### src/sv/pure_pursuit_steering_core_defines.svh
// Assertion macros shared by the pure pursuit steering core.
// Included by the RTL files that carry concurrent checks; no other dependencies.
`ifndef PURE_PURSUIT_STEERING_CORE_DEFINES_SVH
`define PURE_PURSUIT_STEERING_CORE_DEFINES_SVH

// Same-cycle implication, disabled while reset is low.
`define PPSC_ASSERT_NOW(label, clk, rst_n, ante, cons) \
    label: assert property (@(posedge clk) disable iff (!rst_n) (ante) |-> (cons)) \
        else $error("pure pursuit steering core: check failed");

// Next-cycle implication, disabled while reset is low.
`define PPSC_ASSERT_NEXT(label, clk, rst_n, ante, cons) \
    label: assert property (@(posedge clk) disable iff (!rst_n) (ante) |=> (cons)) \
        else $error("pure pursuit steering core: check failed");

`endif

### src/sv/ppsc_pkg.sv
// Package for the pure pursuit steering core: shared types, widths and constants.
// Used by ppsc_muldiv and pure_pursuit_steering_core; depends on nothing.
package ppsc_pkg;

    localparam int MD_W   = 32;
    localparam int MD_PW  = 64;
    localparam int CNT_W  = 6;

    typedef enum logic {
        MD_MUL,
        MD_DIV
    } t_md_op;

    typedef struct packed {
        logic   start;
        t_md_op op;
    } t_md_req;

    localparam int LEN_W   = 24;
    localparam logic [LEN_W-1:0] LEN_MAX = '1;
    localparam int SQ_W    = 63;
    localparam logic [SQ_W-1:0] SQ_SAT = 63'h4000_0000_0000_0000;
    localparam int CX_W    = 64;
    localparam int Z_W     = 23;
    localparam int ANG_W   = 16;
    localparam int CORDIC_STEPS = 20;

    localparam logic [1:0] ST_INTERP = 2'd0;
    localparam logic [1:0] ST_LAST   = 2'd1;
    localparam logic [1:0] ST_CLOSE  = 2'd2;
    localparam logic [1:0] ST_EMPTY  = 2'd3;

    function automatic logic [19:0] atan_val(input logic [4:0] idx);
        logic [19:0] v;
        case (idx)
            5'd0:    v = 20'd823550;
            5'd1:    v = 20'd486170;
            5'd2:    v = 20'd256879;
            5'd3:    v = 20'd130396;
            5'd4:    v = 20'd65451;
            5'd5:    v = 20'd32757;
            5'd6:    v = 20'd16383;
            5'd7:    v = 20'd8192;
            5'd8:    v = 20'd4096;
            5'd9:    v = 20'd2048;
            5'd10:   v = 20'd1024;
            5'd11:   v = 20'd512;
            5'd12:   v = 20'd256;
            5'd13:   v = 20'd128;
            5'd14:   v = 20'd64;
            5'd15:   v = 20'd32;
            5'd16:   v = 20'd16;
            5'd17:   v = 20'd8;
            5'd18:   v = 20'd4;
            5'd19:   v = 20'd2;
            default: v = 20'd0;
        endcase
        return v;
    endfunction

endpackage

### src/sv/ppsc_muldiv.sv
// Bit-serial unsigned multiplier (32x32) and restoring divider (64/32).
// Depends on ppsc_pkg.
module ppsc_muldiv import ppsc_pkg::*; (
    input  logic             i_clk,
    input  logic             i_rst_n,
    input  t_md_req          i_req,
    input  logic [MD_PW-1:0] i_a,
    input  logic [MD_W-1:0]  i_b,
    output logic             o_done,
    output logic [MD_PW-1:0] o_res
);

    typedef enum logic [1:0] {
        U_IDLE,
        U_MUL,
        U_DIV
    } t_ustate;

    localparam logic [CNT_W-1:0] MUL_LAST = CNT_W'(MD_W - 1);
    localparam logic [CNT_W-1:0] DIV_LAST = CNT_W'(MD_PW - 1);

    t_ustate            r_st;
    logic               r_done;
    t_md_op             r_op;
    logic [CNT_W-1:0]   r_cnt;
    logic [MD_PW-1:0]   r_acc;
    logic [MD_PW-1:0]   r_mcand;
    logic [MD_W-1:0]    r_mplier;
    logic [MD_PW-1:0]   r_quo;
    logic [MD_W:0]      r_rem;
    logic [MD_W-1:0]    r_dvs;

    logic [MD_W:0]      c_trial;
    logic               c_ge;
    logic [MD_W:0]      c_diff;

    assign c_trial = {r_rem[MD_W-1:0], r_quo[MD_PW-1]};
    assign c_ge    = c_trial >= {1'b0, r_dvs};
    assign c_diff  = c_trial - {1'b0, r_dvs};

    always_ff @(posedge i_clk) begin
        if (!i_rst_n) begin
            r_st   <= U_IDLE;
            r_done <= 1'b0;
        end else begin
            case (r_st)
                U_IDLE: begin
                    r_done <= 1'b0;
                    if (i_req.start) begin
                        r_op  <= i_req.op;
                        r_cnt <= '0;
                        if (i_req.op == MD_MUL) begin
                            r_acc    <= '0;
                            r_mcand  <= MD_PW'(i_a[MD_W-1:0]);
                            r_mplier <= i_b;
                            r_st     <= U_MUL;
                        end else begin
                            r_quo <= i_a;
                            r_rem <= '0;
                            r_dvs <= i_b;
                            r_st  <= U_DIV;
                        end
                    end
                end
                U_MUL: begin
                    if (r_mplier[0]) begin
                        r_acc <= r_acc + r_mcand;
                    end
                    r_mcand  <= {r_mcand[MD_PW-2:0], 1'b0};
                    r_mplier <= {1'b0, r_mplier[MD_W-1:1]};
                    r_cnt    <= r_cnt + 1'b1;
                    r_done   <= (r_cnt == MUL_LAST);
                    if (r_cnt == MUL_LAST) begin
                        r_st <= U_IDLE;
                    end
                end
                U_DIV: begin
                    r_rem  <= c_ge ? c_diff : c_trial;
                    r_quo  <= {r_quo[MD_PW-2:0], c_ge};
                    r_cnt  <= r_cnt + 1'b1;
                    r_done <= (r_cnt == DIV_LAST);
                    if (r_cnt == DIV_LAST) begin
                        r_st <= U_IDLE;
                    end
                end
                default: begin
                    r_st   <= U_IDLE;
                    r_done <= 1'b0;
                end
            endcase
        end
    end

    assign o_done = r_done;
    assign o_res  = (r_op == MD_MUL) ? r_acc : r_quo;

endmodule

### config.mk
export PLATFORM = sky130hd
export DESIGN_NAME = ppsc_muldiv
export DESIGN_NICKNAME = d
export VERILOG_FILES = /design/src/sv/pure_pursuit_steering_core_defines.svh /design/src/sv/ppsc_pkg.sv /design/src/sv/ppsc_muldiv.sv
export SDC_FILE = /design/constraint.sdc
export NUM_CORES = 1
export LEC_CHECK = 0
export ABC_CLOCK_PERIOD_IN_PS = 11900
export BUFFER_PORTS_ARGS = -buffer_cell sky130_fd_sc_hd__buf_4
export CAP_MARGIN = 10
export CORE_MARGIN = 5
export CORE_UTILIZATION = 60
export CTS_BUF_LIST = sky130_fd_sc_hd__clkbuf_8
export DETAILED_ROUTE_END_ITERATION = 10
export HOLD_SLACK_MARGIN = 0.06
export PLACE_DENSITY = 0.8
export SETUP_SLACK_MARGIN = 0.4
export SYNTH_ARGS = -nofsm -noshare
export SYNTH_HDL_FRONTEND = slang
export SYNTH_SLANG_ARGS = --single-unit
### constraint.sdc
create_clock -name i_clk -period 11.9 [get_ports i_clk]
set_input_delay 2.38 -clock i_clk [delete_from_list [all_inputs] [get_ports i_clk]]
set_output_delay 2.38 -clock i_clk [all_outputs]
set_load 0.005 [all_outputs]
==> flow_metrics.env <==
export IMPL_num_vias=13000
export IMPL_finalSetupViolations=0
export IMPL_synth_cell_types=81
export IMPL_skew_ns=0.01768
export IMPL_syn_nets=1789
export IMPL_seqCellArea_um2=8919
export IMPL_crit_path_end="o_res[1]"
export IMPL_fillers=2222
export IMPL_post_route_drc_count=0
export IMPL_min_period_over_period_pct=38.68
export IMPL_insertedDiodeCount=0
export IMPL_fin_setup_tns_ns=0
export IMPL_cts_setup_buffers=0
export IMPL_path_class="flip-flop to output pin"
export IMPL_most_common_layout_cells="edfxtp_1 (295), mux2_2 (189), buf_4 (173)"
export IMPL_layout_nets=1948
export IMPL_die_area_um2=33950
export IMPL_ys_ff_latch=298
export IMPL_p_per_area_nw_per_um2=137.9
export IMPL_clk_pin_slew_ns=0.06
export IMPL_rows=63
export IMPL_layout_commonest_cell="edfxtp_1"
export IMPL_dpl_worst_slack_ns=7.365
export IMPL_post_dp_hpwl_um=28890
export IMPL_worstSetupStartpointType="flip-flop"
export IMPL_viasPerCell=5.984
export IMPL_totalWireLength_um=41650
export IMPL_synth_area_leaders="edfxtp_1 (49%), mux2_2 (12%), ha_1 (6.8%), a21oi_1 (2.7%), xnor2_1 (2.4%)"
export IMPL_portBuffers=164
export IMPL_dp_cells=2084
export IMPL_syn_area_um2=18220
export IMPL_ys_flop_type="edfxtp_1"
export IMPL_synth_top_area_share_pct=48.62
export IMPL_timing_rr_end="r_rem[26]"
export IMPL_leakagePower_nw=8.153
export IMPL_grt_pass1_wl_um=67250
export IMPL_coreArea_um2=29800
export IMPL_htree_num_levels=2
export IMPL_clk_latency_ns=0.56
export IMPL_r2r_cells=10
export IMPL_maxSlewViolCount=0
export IMPL_ant_nets=0
export IMPL_avgSynthCellArea_um2=11.47
export IMPL_slew_limit_headroom_pct=25.97
export IMPL_finalNonFillerCells=2172
export IMPL_arrival_ns=2.22
export IMPL_final_core_util_pct=69.48
export IMPL_max_freq_ghz=0.2173
export IMPL_ctsLongestPathBuffers=3
export IMPL_cp_required_ns=9.52
export IMPL_drtIter0Drc=917
export IMPL_die_w_um=184.3
export IMPL_post_drt_wl_per_cell_um=19.17
export IMPL_gp_congestion=0.8963
export IMPL_async_flop_share_pct=0
export IMPL_endpoint_kind="output pin"
export IMPL_crit_start="r_op"
export IMPL_track_usage_pct=24.06
export IMPL_syn2layout_area_growth_pct=13.63
export IMPL_antenna_found_initial=0
export IMPL_setup_ws_ns=7.297
export IMPL_syn_inst=1588
export IMPL_initial_core_util_pct=61.14
export IMPL_ir_worst_vdd_v=0.00009283
export IMPL_multi_input_comb_area_um2=8855
export IMPL_drv_cap=0
export IMPL_dr_pass1_iters=5
export IMPL_grt_max_degree=75
export IMPL_outcome="finished, final reports clean"
export IMPL_r2r_start="r_rem[10]"
export IMPL_grt_pass1_vias=13300
export IMPL_yosysSeqAreaShare_pct=48.95
export IMPL_netlist_top_cell_by_area="edfxtp_1"
export IMPL_io_pins=165
export IMPL_synth_edf_count=295
export IMPL_ctsHoldBuffers=0
export IMPL_ys_warn_count=0
export IMPL_min_path_type="flip-flop to flip-flop"
export IMPL_ctsResizeCount=0
export IMPL_fin_crit_ns=4.603
export IMPL_cts_sinks=298
export IMPL_cts_tree="built"
export IMPL_hold_violations=0
export IMPL_dieHeight_um=184.3
export IMPL_rsz0062_at_grt="no"
export IMPL_cts_root_buf="clkbuf_8"
export IMPL_path_max_fanout=64
export IMPL_grt_ovfl_total=0
export IMPL_r2r_slack_ns=8.01
export IMPL_drive_above_1_share_pct=25.93
export IMPL_timing_hold_ws_ns=0.5429
export IMPL_max_slew_worst_pin_slew_ns=1.109
export IMPL_cts_buffers=51
[synth_stat cells (9+ instances only)]
master      n
nand2b_1   10
o21a_1     18
and2_1     53
nor2b_1    33
xor2_1     35
a31oi_1     9
o21ai_0    61
a211oi_1   12
nand4_1    26
a21oi_1   100
nor2_1    107
nand2_1    98
inv_1      56
a21o_1     57
a21boi_0   14
edfxtp_1  295
and3_1     13
mux2i_1    22
buf_2      13
ha_1       99
o21bai_1   13
mux2_2    189
nor3_1     26
clkbuf_1   52
nand3_1    25
xnor2_1    50
[through the flow]
stage,area (um2),power (mW)
final,20700,2.856
after global routing,20700,3.003
after CTS,20700,2.873
after detailed placement,19770,2.008
after global placement,19770,1.991
after floorplan,18220,1.816
[area by class of cell]
class                      count  area share, %
sequential                   298          43.08
multi-input combinational   1166          42.77
timing repair buffer         173          6.274
clock buffer                  53          3.524
tap                          390          2.357
inverter                      57          1.034
clock inverter                35         0.9550
[report_power, final]
group	switching, mW	leakage (nW)	internal, mW	total [mW]
Sequential	0.0372	2.77	1.26	1.30
Combinational	0.383	4.85	0.312	0.695
Clock	0.409	0.536	0.453	0.862
Total	0.829	8.15	2.03	2.86
[how the worst min path moves through the flow]
stage | slack, ns | from | cells after the start | endpoint
floorplan | 0.52 | r_st[0] | 2 | r_st[0]
global placement | 0.53 | r_mplier[5] | 1 | r_mplier[4]
detailed placement | 0.53 | r_mplier[14] | 1 | r_mplier[13]
CTS | 0.55 | r_mplier[22] | 1 | r_mplier[21]
global route | 0.56 | r_mplier[23] | 1 | r_mplier[22]
finish | 0.54 | r_mplier[22] | 1 | r_mplier[21]
[state kept, by name, summed over array words and instances, names as in the netlist]
name,cells
r_mplier,32
r_dvs,32
r_st,2
r_acc,64
o_done,1
r_cnt,6
r_quo,64
r_rem,32
r_mcand,64
r_op,1
[per-layer routing]
layer / vias to the layer above / routed length [um] / track usage, %
met4: 0 / 773 / 5.442
met2: 357 / 20400 / 41.18
met5: - / 0 / 0
met1: 6314 / 18410 / 32.62
li1: 6257 / - / -
met3: 69 / 2064 / 3.769
[logic make-up after synthesis]
family	share of synthesized area [%]
AOI/OAI and AO/OA	13.08
muxes	12.89
xor gates and xnor gates	4.086
DFF	48.95
buffers and inverters	2.665
and+or+nand+nor	11.31
adders and majority gates	7.019
[worst max-delay path, stage by stage, from the launching register on]
cell      delay (ns)
edfxtp_1        0.33
buf_4           0.68
mux2_2          0.46
buf_4           0.15
Power figures use the tool's default switching activity.
